## src/hw/rtl/dcv_pkg.sv

```systemverilog
`timescale 1ns / 1ps
`default_nettype none
// ----------------------------------------------------------------------------
// Draw command validator package
// Shared types and constants for the command checker.
// ----------------------------------------------------------------------------
package dcv_pkg;

    localparam int unsigned COORD_W = 16;
    localparam int unsigned COUNT_W = 17;
    localparam int unsigned BUF_W   = 7;
    localparam int unsigned PHASE_W = 8;
    localparam int unsigned CFG_IDX_W = 3;
    localparam int unsigned CFG_DATA_W = 17;

    localparam logic [PHASE_W-1:0] FUZZ_PHASE_MAX = 8'd55;

    typedef enum logic [2:0] {
        OP_COPY_RECT  = 3'd0,
        OP_FILL_RECT  = 3'd1,
        OP_LINE       = 3'd2,
        OP_BACKGROUND = 3'd3,
        OP_COLUMN     = 3'd4,
        OP_SPAN       = 3'd5,
        OP_FUZZ       = 3'd6,
        OP_UNKNOWN    = 3'd7
    } t_op;

    typedef enum logic [2:0] {
        RS_OK      = 3'd0,
        RS_MISSING = 3'd1,
        RS_BOUNDS  = 3'd2,
        RS_ORDER   = 3'd3,
        RS_OVERLAP = 3'd4,
        RS_INDEX   = 3'd5,
        RS_UNKNOWN = 3'd6
    } t_reason;

    typedef enum logic [CFG_IDX_W-1:0] {
        CFG_SURFACE_WIDTH     = 3'd0,
        CFG_SURFACE_HEIGHT    = 3'd1,
        CFG_BUFFERS_PRESENT   = 3'd2,
        CFG_SRC_IS_DST        = 3'd3,
        CFG_FLAT_COUNT        = 3'd4,
        CFG_COLORMAP_COUNT    = 3'd5,
        CFG_TRANSLATION_COUNT = 3'd6,
        CFG_NONE              = 3'd7
    } t_cfg_idx;

    // buffers_present bit positions
    localparam int unsigned BUF_DST   = 0;
    localparam int unsigned BUF_SRC   = 1;
    localparam int unsigned BUF_TEX   = 2;
    localparam int unsigned BUF_FLAT  = 3;
    localparam int unsigned BUF_TRANS = 4;
    localparam int unsigned BUF_CMAP  = 5;
    localparam int unsigned BUF_TMAP  = 6;

    // map_flags bit positions
    localparam int unsigned MAP_TRANS = 0;
    localparam int unsigned MAP_CMAP  = 1;
    localparam int unsigned MAP_TMAP  = 2;

    typedef struct packed {
        logic [COORD_W-1:0] surface_width;
        logic [COORD_W-1:0] surface_height;
        logic [BUF_W-1:0]   buffers_present;
        logic               source_is_destination;
        logic [COUNT_W-1:0] flat_count;
        logic [COUNT_W-1:0] colormap_count;
        logic [COUNT_W-1:0] translation_count;
    } t_cfg;

    typedef struct packed {
        t_op                operation;
        logic [COORD_W-1:0] x_a;
        logic [COORD_W-1:0] y_a;
        logic [COORD_W-1:0] x_b;
        logic [COORD_W-1:0] y_b;
        logic [COORD_W-1:0] rect_width;
        logic [COORD_W-1:0] rect_height;
        logic [2:0]         map_flags;
        logic [COORD_W-1:0] flat_index;
        logic [COORD_W-1:0] colormap_index;
        logic [COORD_W-1:0] translation_index;
        logic [PHASE_W-1:0] fuzz_phase;
    } t_cmd;

endpackage
`default_nettype wire

```

## src/hw/rtl/dcv_cfg_regs.sv

```systemverilog
`timescale 1ns / 1ps
`default_nettype none
// ----------------------------------------------------------------------------
// Draw command validator configuration registers
// Holds surface size, attached buffer mask, source-is-destination flag and table counts.
// ----------------------------------------------------------------------------
module dcv_cfg_regs (
    input  wire logic                          i_clk,
    input  wire logic                          i_rst_n,
    input  wire logic                          i_cfg_valid,
    output logic                               o_cfg_ready,
    input  wire logic [dcv_pkg::CFG_IDX_W-1:0] i_cfg_index,
    input  wire logic [dcv_pkg::CFG_DATA_W-1:0] i_cfg_data,
    output dcv_pkg::t_cfg                      o_cfg
);
    import dcv_pkg::*;

    t_cfg r_cfg;
    t_cfg n_cfg;

    assign o_cfg_ready = 1'b1;
    assign o_cfg       = r_cfg;

    always_comb begin
        n_cfg = r_cfg;
        if (i_cfg_valid) begin
            case (t_cfg_idx'(i_cfg_index))
                CFG_SURFACE_WIDTH:     n_cfg.surface_width = i_cfg_data[COORD_W-1:0];
                CFG_SURFACE_HEIGHT:    n_cfg.surface_height = i_cfg_data[COORD_W-1:0];
                CFG_BUFFERS_PRESENT:   n_cfg.buffers_present = i_cfg_data[BUF_W-1:0];
                CFG_SRC_IS_DST:        n_cfg.source_is_destination = i_cfg_data[0];
                CFG_FLAT_COUNT:        n_cfg.flat_count = i_cfg_data[COUNT_W-1:0];
                CFG_COLORMAP_COUNT:    n_cfg.colormap_count = i_cfg_data[COUNT_W-1:0];
                CFG_TRANSLATION_COUNT: n_cfg.translation_count = i_cfg_data[COUNT_W-1:0];
                default:               n_cfg = r_cfg;
            endcase
        end
    end

    always_ff @(posedge i_clk) begin
        if (!i_rst_n) begin
            r_cfg <= '0;
        end else begin
            r_cfg <= n_cfg;
        end
    end

endmodule
`default_nettype wire

```

## src/hw/rtl/dcv_check.sv

```systemverilog
`timescale 1ns / 1ps
`default_nettype none
// ----------------------------------------------------------------------------
// Draw command validator check logic
// Missing-buffer, bounds, order, overlap and index checks; first failing check wins.
// ----------------------------------------------------------------------------
module dcv_check (
    input  wire dcv_pkg::t_cmd i_cmd,
    input  wire dcv_pkg::t_cfg i_cfg,
    output dcv_pkg::t_reason   o_reason
);
    import dcv_pkg::*;

    logic [COUNT_W-1:0] sw;
    logic [COUNT_W-1:0] sh;
    logic [COUNT_W-1:0] xa;
    logic [COUNT_W-1:0] ya;
    logic [COUNT_W-1:0] xb;
    logic [COUNT_W-1:0] yb;
    logic [COUNT_W-1:0] w;
    logic [COUNT_W-1:0] h;
    logic [COUNT_W-1:0] xa_w;
    logic [COUNT_W-1:0] ya_h;
    logic [COUNT_W-1:0] xb_w;
    logic [COUNT_W-1:0] yb_h;
    logic               dst_out;
    logic               src_out;
    logic               overlap;
    logic               flat_bad;
    logic               cmap_bad;
    logic               trans_bad;
    logic [BUF_W-1:0]   bufs;
    logic [2:0]         flags;
    t_reason            maps_reason;
    t_reason            reason;

    assign sw = {1'b0, i_cfg.surface_width};
    assign sh = {1'b0, i_cfg.surface_height};
    assign xa = {1'b0, i_cmd.x_a};
    assign ya = {1'b0, i_cmd.y_a};
    assign xb = {1'b0, i_cmd.x_b};
    assign yb = {1'b0, i_cmd.y_b};
    assign w  = {1'b0, i_cmd.rect_width};
    assign h  = {1'b0, i_cmd.rect_height};

    // 17-bit sums never wrap
    assign xa_w = xa + w;
    assign ya_h = ya + h;
    assign xb_w = xb + w;
    assign yb_h = yb + h;

    assign dst_out = (xa_w > sw) || (ya_h > sh);
    assign src_out = (xb_w > sw) || (yb_h > sh);
    assign overlap = (xa < xb_w) && (xa_w > xb) && (ya < yb_h) && (ya_h > yb);

    assign flat_bad  = {1'b0, i_cmd.flat_index} >= i_cfg.flat_count;
    assign cmap_bad  = {1'b0, i_cmd.colormap_index} >= i_cfg.colormap_count;
    assign trans_bad = {1'b0, i_cmd.translation_index} >= i_cfg.translation_count;

    assign bufs  = i_cfg.buffers_present;
    assign flags = i_cmd.map_flags;

    always_comb begin
        if (flags[MAP_TRANS] && !bufs[BUF_TRANS]) begin
            maps_reason = RS_MISSING;
        end else if (flags[MAP_CMAP] && !bufs[BUF_CMAP]) begin
            maps_reason = RS_MISSING;
        end else if (flags[MAP_TMAP] && !bufs[BUF_TMAP]) begin
            maps_reason = RS_MISSING;
        end else if (flags[MAP_TRANS] && trans_bad) begin
            maps_reason = RS_INDEX;
        end else if (flags[MAP_CMAP] && cmap_bad) begin
            maps_reason = RS_INDEX;
        end else begin
            maps_reason = RS_OK;
        end
    end

    always_comb begin
        reason = RS_OK;
        case (i_cmd.operation)
            OP_COPY_RECT: begin
                if (!bufs[BUF_SRC]) reason = RS_MISSING;
                else if (dst_out || src_out) reason = RS_BOUNDS;
                else if (i_cfg.source_is_destination && overlap) reason = RS_OVERLAP;
            end
            OP_FILL_RECT: begin
                if (dst_out) reason = RS_BOUNDS;
            end
            OP_LINE: begin
                if (xa >= sw || ya >= sh || xb >= sw || yb >= sh) reason = RS_BOUNDS;
            end
            OP_BACKGROUND: begin
                if (!bufs[BUF_FLAT]) reason = RS_MISSING;
                else if (dst_out) reason = RS_BOUNDS;
                else if (flat_bad) reason = RS_INDEX;
            end
            OP_COLUMN: begin
                if (!bufs[BUF_TEX]) reason = RS_MISSING;
                else if (xa >= sw || yb >= sh) reason = RS_BOUNDS;
                else if (yb < ya) reason = RS_ORDER;
                else reason = maps_reason;
            end
            OP_SPAN: begin
                if (!bufs[BUF_FLAT]) reason = RS_MISSING;
                else if (ya >= sh || xb >= sw) reason = RS_BOUNDS;
                else if (xb < xa) reason = RS_ORDER;
                else if (flat_bad) reason = RS_INDEX;
                else reason = maps_reason;
            end
            OP_FUZZ: begin
                // start row, column y range and end row must be ordered
                if (!bufs[BUF_CMAP]) reason = RS_MISSING;
                else if (xa >= sw || h >= sh) reason = RS_BOUNDS;
                else if (w > ya || ya > yb || yb > h) reason = RS_ORDER;
                else if (cmap_bad) reason = RS_INDEX;
                else if (i_cmd.fuzz_phase > FUZZ_PHASE_MAX) reason = RS_INDEX;
            end
            default: begin
                reason = RS_UNKNOWN;
            end
        endcase
    end

    assign o_reason = bufs[BUF_DST] ? reason : RS_MISSING;

endmodule
`default_nettype wire

```

## src/hw/rtl/draw_command_validator.sv

```systemverilog
`timescale 1ns / 1ps
`default_nettype none
// ----------------------------------------------------------------------------
// Draw command validator
// Path: an accepted item passes through the command register, then the result
// register. Throughput: one item per cycle while the output is not stalled,
// set by the combinational check logic between the two registers.
// Reset: synchronous active low; clears valid flags and all config to 0.
// ----------------------------------------------------------------------------
module draw_command_validator (
    input  wire logic                           i_clk,
    input  wire logic                           i_rst_n,
    input  wire logic                           i_cfg_valid,
    output logic                                o_cfg_ready,
    input  wire logic [dcv_pkg::CFG_IDX_W-1:0]  i_cfg_index,
    input  wire logic [dcv_pkg::CFG_DATA_W-1:0] i_cfg_data,
    input  wire logic                           i_in_valid,
    output logic                                o_in_stall,
    input  wire logic [2:0]                     i_operation,
    input  wire logic [15:0]                    i_x_a,
    input  wire logic [15:0]                    i_y_a,
    input  wire logic [15:0]                    i_x_b,
    input  wire logic [15:0]                    i_y_b,
    input  wire logic [15:0]                    i_rect_width,
    input  wire logic [15:0]                    i_rect_height,
    input  wire logic [2:0]                     i_map_flags,
    input  wire logic [15:0]                    i_flat_index,
    input  wire logic [15:0]                    i_colormap_index,
    input  wire logic [15:0]                    i_translation_index,
    input  wire logic [7:0]                     i_fuzz_phase,
    output logic                                o_out_valid,
    input  wire logic                           i_out_stall,
    output logic                                o_accepted,
    output logic [2:0]                          o_reject_reason
);
    import dcv_pkg::*;

    t_cfg    cfg;
    t_cmd    r_cmd;
    logic    r_cmd_valid;
    logic    r_out_valid;
    t_reason r_reason;
    t_reason chk_reason;
    logic    out_free;
    logic    cmd_free;
    logic    in_take;

    dcv_cfg_regs u_cfg (
        .i_clk       (i_clk),
        .i_rst_n     (i_rst_n),
        .i_cfg_valid (i_cfg_valid),
        .o_cfg_ready (o_cfg_ready),
        .i_cfg_index (i_cfg_index),
        .i_cfg_data  (i_cfg_data),
        .o_cfg       (cfg)
    );

    dcv_check u_check (
        .i_cmd    (r_cmd),
        .i_cfg    (cfg),
        .o_reason (chk_reason)
    );

    assign out_free   = !r_out_valid || !i_out_stall;
    assign cmd_free   = !r_cmd_valid || out_free;
    assign o_in_stall = !cmd_free;
    assign in_take    = i_in_valid && cmd_free;

    always_ff @(posedge i_clk) begin
        if (!i_rst_n) begin
            r_cmd_valid <= 1'b0;
            r_out_valid <= 1'b0;
        end else begin
            if (cmd_free) begin
                r_cmd_valid <= i_in_valid;
            end
            if (out_free) begin
                r_out_valid <= r_cmd_valid;
            end
        end
    end

    always_ff @(posedge i_clk) begin
        if (in_take) begin
            r_cmd.operation         <= t_op'(i_operation);
            r_cmd.x_a               <= i_x_a;
            r_cmd.y_a               <= i_y_a;
            r_cmd.x_b               <= i_x_b;
            r_cmd.y_b               <= i_y_b;
            r_cmd.rect_width        <= i_rect_width;
            r_cmd.rect_height       <= i_rect_height;
            r_cmd.map_flags         <= i_map_flags;
            r_cmd.flat_index        <= i_flat_index;
            r_cmd.colormap_index    <= i_colormap_index;
            r_cmd.translation_index <= i_translation_index;
            r_cmd.fuzz_phase        <= i_fuzz_phase;
        end
        if (out_free && r_cmd_valid) begin
            r_reason <= chk_reason;
        end
    end

    assign o_out_valid     = r_out_valid;
    assign o_accepted      = (r_reason == RS_OK);
    assign o_reject_reason = r_reason;

endmodule
`default_nettype wire
```

## config.mk

```make
export PLATFORM = sky130hd
export DESIGN_NAME = draw_command_validator
export DESIGN_NICKNAME = d
export VERILOG_FILES = /design/src/hw/rtl/dcv_pkg.sv /design/src/hw/rtl/dcv_cfg_regs.sv /design/src/hw/rtl/dcv_check.sv /design/src/hw/rtl/draw_command_validator.sv
export SDC_FILE = /design/constraint.sdc
export NUM_CORES = 1
export LEC_CHECK = 0
export BUFFER_PORTS_ARGS = -buffer_cell sky130_fd_sc_hd__buf_2
export CORE_ASPECT_RATIO = 0.75
export CORE_MARGIN = 2
export CORE_UTILIZATION = 65
export DETAILED_ROUTE_END_ITERATION = 7
export PLACE_DENSITY = 0.85
export SYNTH_ARGS = -nofsm -noshare
export SYNTH_HDL_FRONTEND = slang
export SYNTH_SLANG_ARGS = --single-unit
```

## constraint.sdc

```tcl
create_clock -name i_clk -period 18.4 [get_ports i_clk]
set_input_delay 0.92 -clock i_clk [delete_from_list [all_inputs] [get_ports i_clk]]
set_output_delay 0.92 -clock i_clk [all_outputs]
set_load 0.02 [all_outputs]
```

======== Word-level counts from Yosys, hierarchy flattened ========
Cells that the tools add are included.
word-level totals
  memories kept ........................... 0
  logic and storage cells ................. 127
  output and inout bits ................... 7
  register bits ........................... 254
  ROM bits ................................ 0
  latch bits .............................. 0
  RAM bits ................................ 0
  bits of input ports ..................... 183
cells by class
  reductions and logical operators ........ 41
  add/sub/neg operators ................... 4
  muxes and demuxes ....................... 26
  $mul .................................... 0
  bitwise operators ....................... 0
  shift operators ......................... 0
  equality and inequality tests ........... 12
  div/mod/pow operators ................... 0
  order comparisons ....................... 22
operators with widths
  operator                                                                count
  17-bit by 16-bit > comparator with 1-bit output                         6
  16-bit >= comparator                                                    5
  3-bit two-way mux                                                       23
  16-bit by 16-bit adder with 17-bit output                               4
  16-bit by 17-bit >= comparator with 1-bit output                        3
  16-bit > comparator                                                     3
  16-bit by 17-bit < comparator with 1-bit output                         2
  16-bit < comparator                                                     2
  3-bit one-hot mux with 7 select lines                                   1
  3-bit equality test (second input constant)                             6
  2-bit AND reduction                                                     7
  1-bit logical OR                                                        13
  3-bit by 2-bit equality test with 1-bit output (second input constant)  4
  1-bit logical AND                                                       11
  3-bit logical NOT                                                       3
  8-bit by 6-bit > comparator with 1-bit output (second input constant)   1
  1-bit logical NOT                                                       7
  3-bit by 1-bit equality test with 1-bit output (second input constant)  2
  2-bit two-way mux                                                       2

======== Longest topological paths before layout ========
Gate-level depths: netlist of run 1.
  depth after elaboration ................. 12
  mapped depth ............................ 22
  depth with buffers taken out ............ 22

======== Hierarchy ========
Synthesis of run 1 repeated with hierarchy kept, for this count alone.
second synthesis, totals
  cells, all modules ...................... 1909
  area, all modules ....................... 18871.8 um^2
by module, submodules not included
  module                  instances  area an instance (um^2)  sequential area each (um^2)  cells an instance
  dcv_check               1          10603.9                  0.0                          1417
  draw_command_validator  1          4923.5                   4874.7                       170
  dcv_cfg_regs            1          3344.5                   1821.7                       322

======== Worst setup path after synthesis of run 1 ========
No wires, ideal clock.
  kind .................................... input-to-reg
  start point ............................. in i_out_stall
  end point ............................... reg r_cmd[100] in the netlist's numbering, enable pin
  path buffers ............................ 0
  slack ................................... 9.723 ns
  data required time ...................... 17.713 ns
  arrival ................................. 7.990 ns
  setup time .............................. 0.687 ns
  stages on the path ...................... 2
  path through ............................ and3_1 nor2b_1
between the ends
  cells in the longest elaborated chain, start to end .. 4
RTL lines
  element            RTL line                      source
  start, declared    draw_command_validator.sv:32  input wire logic i_out_stall,
  1-bit logical NOT  draw_command_validator.sv:64  assign out_free = !r_out_valid || !i_out_stall;
  1-bit logical OR   draw_command_validator.sv:64
  1-bit logical OR   draw_command_validator.sv:65  assign cmd_free = !r_cmd_valid || out_free;
  1-bit logical AND  draw_command_validator.sv:67  assign in_take = i_in_valid && cmd_free;
  net in_take        draw_command_validator.sv:46  logic in_take;
  end, declared      draw_command_validator.sv:39  t_cmd r_cmd;
The timed path passes the listed nets, and every way through them passes these cells.
A chain may end at the register's enable or synchronous reset.

======== Worst setup path after layout of run 1 ========
  start point ............................. reg r_cmd[60] in the netlist's numbering
  end point ............................... reg r_reason[2] (netlist: o_reject_reason[2]), data pin
between the ends
  cells in the longest elaborated chain, start to end .. 9
  elaborated cells on any way between the ends .. 25
  classes of those cells .................. add/sub: 2; order compare: 6; mux: 9; reduce/logical: 8
RTL lines
  element                                          RTL line                      source
  16-bit by 16-bit adder with 17-bit output        dcv_check.sv:50               assign yb_h = yb + h;
  16-bit by 17-bit < comparator with 1-bit output  dcv_check.sv:54               assign overlap = (xa < xb_w) && (xa_w > xb) && (ya < yb_h) && (ya_h > yb);
  1-bit logical AND (2 in series)                  dcv_check.sv:54
  1-bit logical AND                                dcv_check.sv:85               else if (i_cfg.source_is_destination && overlap) reason = RS_OVERLAP;
  3-bit two-way mux                                dcv_check.sv:85
  3-bit two-way mux                                dcv_check.sv:84               else if (dst_out || src_out) reason = RS_BOUNDS;
  3-bit two-way mux                                dcv_check.sv:83               if (!bufs[BUF_SRC]) reason = RS_MISSING;
  3-bit one-hot mux with 7 select lines (*)        dcv_check.sv:81               case (i_cmd.operation)
  end signal, assigned                             draw_command_validator.sv:99  r_reason <= chk_reason;
  end, declared                                    draw_command_validator.sv:42  t_reason r_reason;
Mark *: on every way between the ends. The rest lies on a longest branch, timed or not.

==> results of run 1 <==
## worst min-delay path: cells and delay by family (launching register included)
family / cells / cell delay (ns)
simple gates: 1 / 0.05
compound gates: 1 / 0.05
flops: 1 / 0.31
## per-layer routing
layer	track usage	up-vias	share of wire	wire length (µm)
met5	0	-	0.00050	26
met4	0.131	4	0.035	1840
met3	0.0753	138	0.096	5000
met2	0.548	658	0.44	22800
met1	0.468	7226	0.43	22400
li1	-	7484	-	-
## layout make-up
cell class	instances	area share
clock buffer	40	0.0390
clock inverter	10	0.00304
inverter	219	0.0392
multi-input combinational	1463	0.535
sequential	251	0.315
tap	385	0.0230
timing repair buffer	190	0.0459
## per-stage QoR
step	worst slack [ns]	power (mW)
global placement	13.06	1.06
global route	12.59	1.70
CTS	12.96	1.62
floorplan	9.72	0.947
finish	12.89	1.62
detailed placement	13.06	1.08
## flip-flops by register name, indices dropped and copies added (netlist names)
| name | flops |
|---|---|
| o_out_valid | 1 |
| o_reject_reason | 3 |
| r_cmd | 155 |
| r_cmd_valid | 1 |
| u_cfg.o_cfg | 91 |
## cell usage in the layout (no fill, tap or decap), types with 6 or more instances in the layout
master,count
xnor2_1,39
buf_2,185
xor2_1,17
edfxtp_1,158
a21boi_1,11
a31oi_1,14
a21boi_0,78
ha_1,381
o31ai_1,6
nand2b_1,21
nand3_1,31
inv_1,219
dfxtp_1,93
or3_1,10
a21oi_1,110
nor2_1,83
nand2_1,231
clkbuf_16,29
o21ai_0,53
nor3_1,28
o2111ai_1,10
o21ai_1,15
nor4_1,11
and3_1,9
nor2b_1,36
o21bai_1,7
a221o_1,6
nand4_1,40
a211oi_1,21
o21a_1,20
a2111oi_0,10
o211ai_1,11
a21o_1,64
mux2i_1,8
## power groups by stage
stage                     Combinational, mW  Sequential (mW)  Clock, mW
final                                 0.425            0.656      0.544
after global routing                  0.475            0.658      0.571
after CTS                             0.415            0.655      0.548
after detailed placement              0.410            0.666          0
after global placement                0.391            0.666          0
after floorplan                       0.290            0.657          0
## worst paths after layout
path / end / startpoint / slack (ns) / cells after the start
setup / recovery: o_reject_reason[2] / r_cmd[60] / 12.89 / 18
hold / removal: u_cfg.o_cfg[89] / u_cfg.o_cfg[89] / 0.46 / 2
setup reg to reg: o_reject_reason[2] / r_cmd[60] / 12.89 / 18
hold reg to reg: u_cfg.o_cfg[89] / u_cfg.o_cfg[89] / 0.46 / 2
## kinds of logic after synthesis
logic type,share of synthesized area
AO/OA/AOI/OAI,0.173
buffers and inverters,0.0495
flip-flops,0.353
multiplexers,0.00427
AND/OR/NAND/NOR,0.136
adder cells (fa/ha/maj),0.259
other,0.000200
XOR/XNOR,0.0262
==> impl_metrics.py, run 1 <==
metrics = {
    "outcome": {
        "outcome": "finished clean",
    },
    "final_layout": {
        "nets": 2720,
        "n_fill_cell": 2077,
        "seqCellArea_um2": 6610,
        "final_cell_area_um2": 21000,
        "layout-drive-gt1-share": 0.116,
        "areaGrowthSynthToFinish_pct": 11.9,
        "fin_cells": 2558,
        "multi_input_area_um2": 11200,
        "final_util": 0.744,
        "antenna_cells": 0,
    },
    "setup_path": {
        "critPathKind": "register to register",
        "critPathMaxStageDelay_ns": 0.69,
        "endpoint_kind": "register",
        "critPathLaunchType": "register",
        "critical_path.slowest_cell": "a2111oi_0",
        "required_ns": 18.81,
        "crit_buf_inv": 2,
        "cp_max_fo": 4,
        "crit_family": "compound AO/OA/AOI/OAI gates",
        "cp_data_arrival_time_ns": 5.92,
        "cp_cell_sequence": "inv_1 > ha_1 > nor2b_1 > o21bai_1 > a21oi_1 > o41ai_1 > o211ai_1 > and2_1 > xnor2_1 > inv_1 > ha_1 > a21o_1 > a21o_1 > a2111oi_0 > o2111ai_1 > or4_1 > or4b_1 > o211ai_2",
    },
    "sta": {
        "worst_pin_slew_ns": 1.18,
        "rsz0062_at_grt": "false",
        "holdWs_ns": 0.456,
        "period_minus_slack_ns": 5.51,
        "setup_tns_ns": 0,
        "max_freq_mhz": 182,
        "fin_skew_ns": 0.0243,
        "relSlewSlack": 0.212,
        "finalCritPeriodShare": 0.299,
        "setup_viol": 0,
        "final-hold-violation-count": 0,
        "drv_slew": 0,
    },
    "placed_design": {
        "dp_hpwl_um": 40900,
        "gp_congestion": 0.969,
        "portBuffers": 185,
        "place_area_um2": 20100,
        "dp.cells": 2508,
    },
    "clock_tree": {
        "clock_tree.root_cell": "clkbuf_16",
        "post_cts_buffers": 0,
        "holdBufCountCts": 0,
        "clk_latency_ns": 0.57,
        "cts_resized": 0,
        "cts_tree": "done",
        "cts.path.max_buffers": 3,
        "numCtsBuffers": 27,
        "clk_pin_slew_ns": 0.06,
        "h-tree-depth": 1,
        "cts.sinks": 251,
    },
    "global_route": {
        "grt_pass1_vias": 15358,
        "overflow": 0,
        "grt_pass1_wl_um": 80200,
        "antenna_found_initial": 2,
        "grt_usage": 0.347,
        "grt_max_degree": 94,
    },
    "synth": {
        "netlist_area_um2": 18700,
        "synthArstFlopShare": 0,
        "syn_nets": 2528,
        "yosysTopAreaCell": "ha_1",
        "synthTopCellsByArea": "ha_1, edfxtp_1, dfxtp_1",
        "ys_warn_count": 0,
        "synth_seq_cells": 251,
        "synthTopCellsByCount": "ha_1, nand2_1, inv_1",
        "syn_inst": 1960,
        "avgSynthCellArea_um2": 9.56,
        "synth-main-ff-cell": "edfxtp_1",
        "synth.most_common_cell": "ha_1",
        "synth_edf_count": 158,
        "synth_top_area_share": 0.254,
        "synth_cell_type_count": 73,
        "ys_seq_area_frac": 0.353,
    },
    "power": {
        "pwr-share-seq": 0.404,
        "swShare": 0.313,
        "power.share.clock": 0.335,
        "ir_worst_vdd_uv": 100,
        "p_comb_frac": 0.262,
        "internal_power_mw": 1.12,
        "switchingPower_mw": 0.509,
        "power.density_nw_per_um2": 77.5,
        "leakage_nw": 9.09,
    },
    "routing": {
        "routed_wl_um": 52000,
        "remaining_drc_errors": 0,
        "wl_per_cell_um": 20.3,
        "drtPass1Iterations": 6,
        "via_count": 15510,
        "via_per_inst": 6.06,
        "ant_nets": 0,
        "drt_iter0_drc": 1225,
    },
    "floorplan": {
        "core_region_area_um2": 28200,
        "die_w_um": 200,
        "rows": 53,
        "start_util": 0.665,
        "die_h_um": 151,
        "io_pins": 190,
        "dieArea_um2": 30200,
    },
    "flow_run": {
        "drv_cap": 0,
    },
    "min_path": {
        "worstHoldPathType": "register to register",
    },
}
(Power assumes the default switching activity.)
==> run 2: changes to the inputs <==
--- a/config.mk
+++ b/config.mk
@@ -8,9 +8,9 @@
 export BUFFER_PORTS_ARGS = -buffer_cell sky130_fd_sc_hd__buf_2
 export CORE_ASPECT_RATIO = 0.75
 export CORE_MARGIN = 2
-export CORE_UTILIZATION = 65
+export CORE_UTILIZATION = 61
 export DETAILED_ROUTE_END_ITERATION = 7
-export PLACE_DENSITY = 0.85
+export PLACE_DENSITY = 0.8
 export SYNTH_ARGS = -nofsm -noshare
 export SYNTH_HDL_FRONTEND = slang
 export SYNTH_SLANG_ARGS = --single-unit
==> constraint.sdc (replaced) <==
create_clock -name i_clk -period 5.8 [get_ports i_clk]
set_input_delay 0.29 -clock i_clk [delete_from_list [all_inputs] [get_ports i_clk]]
set_output_delay 0.29 -clock i_clk [all_outputs]
set_load 0.02 [all_outputs]
==> impl_metrics.py, run 2 (synthesized netlist as in run 1, its figures left out) <==
metrics = {
    "routing": {
        "via_per_inst": 5.98,
        "drt_iter0_drc": 1229,
        "ant_nets": 0,
        "wl_per_cell_um": 20.4,
        "routed_wl_um": 55700,
        "remaining_drc_errors": 0,
        "via_count": 16314,
        "drtPass1Iterations": 6,
    },
    "sta": {
        "worst_pin_slew_ns": 1.33,
        "rsz0062_at_grt": "false",
        "holdWs_ns": 0.0283,
        "relSlewSlack": 0.110,
        "fin_skew_ns": 0.00700,
        "setup_ws_ns": 0.513,
        "period_minus_slack_ns": 5.29,
        "setup_viol": 0,
        "drv_slew": 0,
        "final-hold-violation-count": 0,
        "max_freq_mhz": 189,
        "setup_tns_ns": 0,
        "finalCritPeriodShare": 0.912,
    },
    "clock_tree": {
        "clk_pin_slew_ns": 0.06,
        "numCtsBuffers": 27,
        "h-tree-depth": 1,
        "cts_tree": "done",
        "holdBufCountCts": 156,
        "cts.path.max_buffers": 3,
        "post_cts_buffers": 0,
        "cts_resized": 0,
        "cts.sinks": 251,
        "clk_latency_ns": 0.56,
        "clock_tree.root_cell": "clkbuf_16",
    },
    "setup_path": {
        "endpoint_kind": "register",
        "cp_data_arrival_time_ns": 5.70,
        "r2r_start": "r_cmd[124]",
        "crit_buf_inv": 0,
        "critPathLaunchType": "register",
        "required_ns": 6.21,
        "critical_path.slowest_cell": "or4b_1",
        "ff2ff_path_depth": 18,
        "crit_family": "compound AO/OA/AOI/OAI gates",
        "critPathKind": "register to register",
        "critPathMaxStageDelay_ns": 0.57,
        "cp_max_fo": 5,
        "cp_cell_sequence": "ha_1 > a21o_1 > a21oi_1 > nor2b_1 > o21ai_1 > a21oi_1 > a31oi_1 > a31oi_1 > xor2_1 > ha_1 > a2111oi_0 > o21ai_0 > nor4_1 > o22ai_1 > nor3b_2 > nand4_1 > or4b_1 > o211ai_2",
        "timing.rr.end": "o_reject_reason[2]",
        "r2r_slack_ns": 0.51,
    },
    "floorplan": {
        "io_pins": 190,
        "rows": 55,
        "core_region_area_um2": 30200,
        "die_h_um": 156,
        "die_w_um": 206,
        "start_util": 0.620,
        "dieArea_um2": 32200,
    },
    "min_path": {
        "hold_depth": 3,
        "hold_path_end": "o_out_valid",
        "worstHoldPathType": "input port to register",
        "hp-start": "i_out_stall",
    },
    "placed_design": {
        "portBuffers": 185,
        "gp_congestion": 0.989,
        "dp_hpwl_um": 41200,
        "dp.cells": 2523,
        "dp_worst_setup_slack_ns": 0.659,
        "place_area_um2": 20100,
    },
    "power": {
        "power.density_nw_per_um2": 231,
        "p_total_mw": 5.21,
        "leakage_nw": 9.73,
        "ir_worst_vdd_uv": 256,
    },
    "global_route": {
        "overflow": 0,
        "antenna_found_initial": 1,
        "grt_pass1_wl_um": 85900,
        "grt_usage": 0.348,
        "grt_pass1_vias": 16325,
        "grt_max_degree": 94,
    },
    "final_layout": {
        "largest_reg_flops": 155,
        "final_cell_area_um2": 22500,
        "nets": 2877,
        "areaGrowthSynthToFinish_pct": 20.2,
        "final_cell_mix": "ha_1, nand2_1, inv_1",
        "fin_cells": 2729,
        "layout-drive-gt1-share": 0.107,
        "final_common_cell": "ha_1",
        "regMostFlops": "r_cmd",
        "final_util": 0.746,
    },
    "flow_run": {
        "drv_cap": 0,
    },
    "outcome": {
        "outcome": "finished clean",
    },
}
[run 2: cell count changes in the layout (fill, tap and decap cells not counted), sizes merged]
| cell | previous run | this run |
|---|---|---|
| clkbuf | 40 | 43 |
| buf | 190 | 191 |
| clkinvlp | 0 | 1 |
| inv | 223 | 221 |
| dlygate4sd3 | 0 | 156 |
| diode | 0 | 1 |
| clkinv | 6 | 3 |
[run 2: where the power goes]
part           internal [mW]  total (mW)  leakage [nW]  switching [mW]
registers               1.99        2.08          2.29          0.0926
logic                  0.638        1.43          7.01           0.790
clock network          0.966        1.70         0.426           0.732
total                   3.59        5.21          9.73            1.61
[run 2: how the worst max path moves through the flow]
stage | startpoint | to | slack (ns) | cells after the start
6_report | r_cmd[124] | o_reject_reason[2] | 0.51 | 18
4_1_cts | r_cmd[124] | o_reject_reason[2] | 0.65 | 18
3_3_place_gp | r_cmd[124] | o_reject_reason[2] | 0.80 | 18
2_1_floorplan | o_out_valid | r_cmd[100] | 0.65 | 2
5_1_grt | r_cmd[124] | o_reject_reason[2] | 0.19 | 19
3_5_place_dp | r_cmd[124] | o_reject_reason[2] | 0.66 | 18
[run 2: final cells by class]
class	instances	area [µm²]
inverter	219	822
timing repair buffer	347	2530
fill	2106	7680
antenna	1	2.50
clock buffer	43	820
clock inverter	6	37.5
multi-input combinational	1463	11200
tap	399	499
sequential	251	6610
[run 2: worst register-to-register path, delay by kind of cell, from the launching register on]
| kind | cells | cell delay [ns] |
|---|---|---|
| DFF | 1 | 0.50 |
| xor gates and xnor gates | 1 | 0.26 |
| and+or+nand+nor | 5 | 1.65 |
| adders and majority gates | 2 | 0.62 |
| AOI/OAI and AO/OA | 10 | 2.11 |
[run 2: routing by layer]
| layer | vias up | wire length (µm) | global-route usage |
|---|---|---|---|
| met1 | 7683 | 23700 | 0.465 |
| met2 | 682 | 25200 | 0.564 |
| met5 | - | 0 | 0 |
| met3 | 139 | 4680 | 0.0608 |
| met4 | 0 | 2200 | 0.130 |
| li1 | 7810 | - | - |
==> run 3: changes to the inputs <==
==> constraint.sdc (replaced) <==
create_clock -name i_clk -period 5.8 [get_ports i_clk]
set_input_delay 1.16 -clock i_clk [delete_from_list [all_inputs] [get_ports i_clk]]
set_output_delay 1.16 -clock i_clk [all_outputs]
set_load 0.02 [all_outputs]
==> impl_metrics.py, run 3 (synthesized netlist as in run 1, its figures left out) <==
metrics = {
    "power": {
        "ir_worst_vdd_uv": 249,
        "leakage_nw": 9.09,
        "power.density_nw_per_um2": 244,
    },
    "sta": {
        "relSlewSlack": 0.191,
        "drv_slew": 0,
        "setup_ws_ns": 0.644,
        "setup_tns_ns": 0,
        "period_minus_slack_ns": 5.16,
        "worst_pin_slew_ns": 1.21,
        "holdWs_ns": 0.465,
        "final-hold-violation-count": 0,
        "finalCritPeriodShare": 0.889,
        "fin_skew_ns": 0.00802,
        "setup_viol": 0,
        "rsz0062_at_grt": "false",
        "max_freq_mhz": 194,
    },
    "clock_tree": {
        "post_cts_buffers": 0,
        "h-tree-depth": 1,
        "cts.path.max_buffers": 3,
        "cts_tree": "done",
        "clk_pin_slew_ns": 0.06,
        "cts.sinks": 251,
        "cts_resized": 0,
        "numCtsBuffers": 27,
        "clock_tree.root_cell": "clkbuf_16",
        "holdBufCountCts": 0,
        "clk_latency_ns": 0.55,
    },
    "placed_design": {
        "portBuffers": 185,
        "dp.cells": 2521,
        "dp_worst_setup_slack_ns": 0.725,
        "gp_congestion": 0.950,
        "dp_hpwl_um": 40700,
    },
    "setup_path": {
        "required_ns": 6.20,
        "critical_path.slowest_cell": "or4b_1",
        "cp_cell_sequence": "ha_1 > a21o_1 > a21oi_1 > nor2b_1 > o21a_1 > o211a_1 > a211oi_1 > o31ai_1 > a21oi_1 > xnor2_1 > ha_1 > nand4_1 > or4_1 > o21ai_1 > o22ai_1 > nor3b_2 > nand4_1 > or4b_1 > o211ai_2",
        "critPathKind": "register to register",
        "endpoint_kind": "register",
        "r2r_slack_ns": 0.64,
        "crit_family": "compound AO/OA/AOI/OAI gates",
        "cp_data_arrival_time_ns": 5.55,
        "crit_buf_inv": 0,
        "cp_max_fo": 5,
        "critPathMaxStageDelay_ns": 0.56,
        "critPathLaunchType": "register",
    },
    "final_layout": {
        "final_cell_mix": "ha_1, nand2_1, inv_1",
        "largest_reg_flops": 155,
        "fin_cells": 2571,
        "final_util": 0.695,
        "regMostFlops": "r_cmd",
        "final_common_cell": "ha_1",
        "nets": 2719,
        "areaGrowthSynthToFinish_pct": 12.0,
        "layout-drive-gt1-share": 0.115,
    },
    "floorplan": {
        "die_h_um": 156,
        "rows": 55,
        "io_pins": 190,
        "die_w_um": 206,
        "start_util": 0.620,
        "core_region_area_um2": 30200,
        "dieArea_um2": 32200,
    },
    "global_route": {
        "overflow": 0,
        "grt_usage": 0.318,
        "grt_pass1_vias": 15155,
        "grt_max_degree": 156,
        "antenna_found_initial": 1,
        "grt_pass1_wl_um": 79200,
    },
    "min_path": {
        "worstHoldPathType": "register to register",
    },
    "outcome": {
        "outcome": "finished clean",
    },
    "routing": {
        "via_per_inst": 5.98,
        "drt_iter0_drc": 1280,
        "routed_wl_um": 51300,
        "remaining_drc_errors": 0,
        "wl_per_cell_um": 19.9,
        "drtPass1Iterations": 6,
        "ant_nets": 0,
        "via_count": 15381,
    },
    "flow_run": {
        "drv_cap": 0,
    },
}
run 3: cell count changes in the layout (fill, tap and decap cells not counted), moves of 2 or more:
cell | before | now
clkbuf_8 | 6 | 2
buf_4 | 6 | 3
clkbuf_16 | 28 | 30
inv_4 | 1 | 3
dlygate4sd3_1 | 156 | 0
clkinv_4 | 0 | 3
clkbuf_1 | 7 | 4
run 3: path summary, 6_finish.rpt:
kind / to / cells past startpoint / from
max reg2reg: o_reject_reason[2] / 19 / r_cmd[76]
max: o_reject_reason[2] / 19 / r_cmd[76]
min: u_cfg.o_cfg[80] / 2 / u_cfg.o_cfg[80]
min reg2reg: u_cfg.o_cfg[80] / 2 / u_cfg.o_cfg[80]
run 3: power breakdown:
part	switching, mW	internal [mW]	total (mW)
logic	0.766	0.570	1.34
clock network	0.734	0.974	1.71
registers	0.0928	1.99	2.08
total	1.59	3.53	5.13
run 3: per-layer routing:
layer  wire (µm)  track usage  share of wire  vias to the layer above
met5           0            0              0                        -
met4        1650        0.102          0.032                        0
met3        3740       0.0455          0.073                      115
met2       22700        0.502           0.44                      531
met1       23200        0.450           0.45                     7256
li1            -            -              -                     7479
run 3: cell type report:
type	instances	area, µm²
diodes	1	2.50
clock buffers	38	803
clock inverters	11	75.1
fillers	2423	9220
inverters	219	822
multi-input cells	1463	11200
flip-flops and latches	251	6610
well taps	399	499
repair buffers	189	968
run 3: worst register-to-register path, stage by stage (launching register included):
cell and delay, ns:
edfxtp_1 0.53, ha_1 0.34, a21o_1 0.18, a21oi_1 0.26, nor2b_1 0.09, o21a_1 0.21
o211a_1 0.30, a211oi_1 0.37, o31ai_1 0.19, a21oi_1 0.23, xnor2_1 0.15, ha_1 0.33
nand4_1 0.09, or4_1 0.40, o21ai_1 0.14, o22ai_1 0.14, nor3b_2 0.29, nand4_1 0.13
or4b_1 0.56, o211ai_2 0.08
run 3: metrics by stage:
step	power (mW)	cell area, µm²
finish	5.13	21000
global route	5.39	21000
global placement	3.36	20100
floorplan	3.00	18700
CTS	5.12	21000
detailed placement	3.42	20100
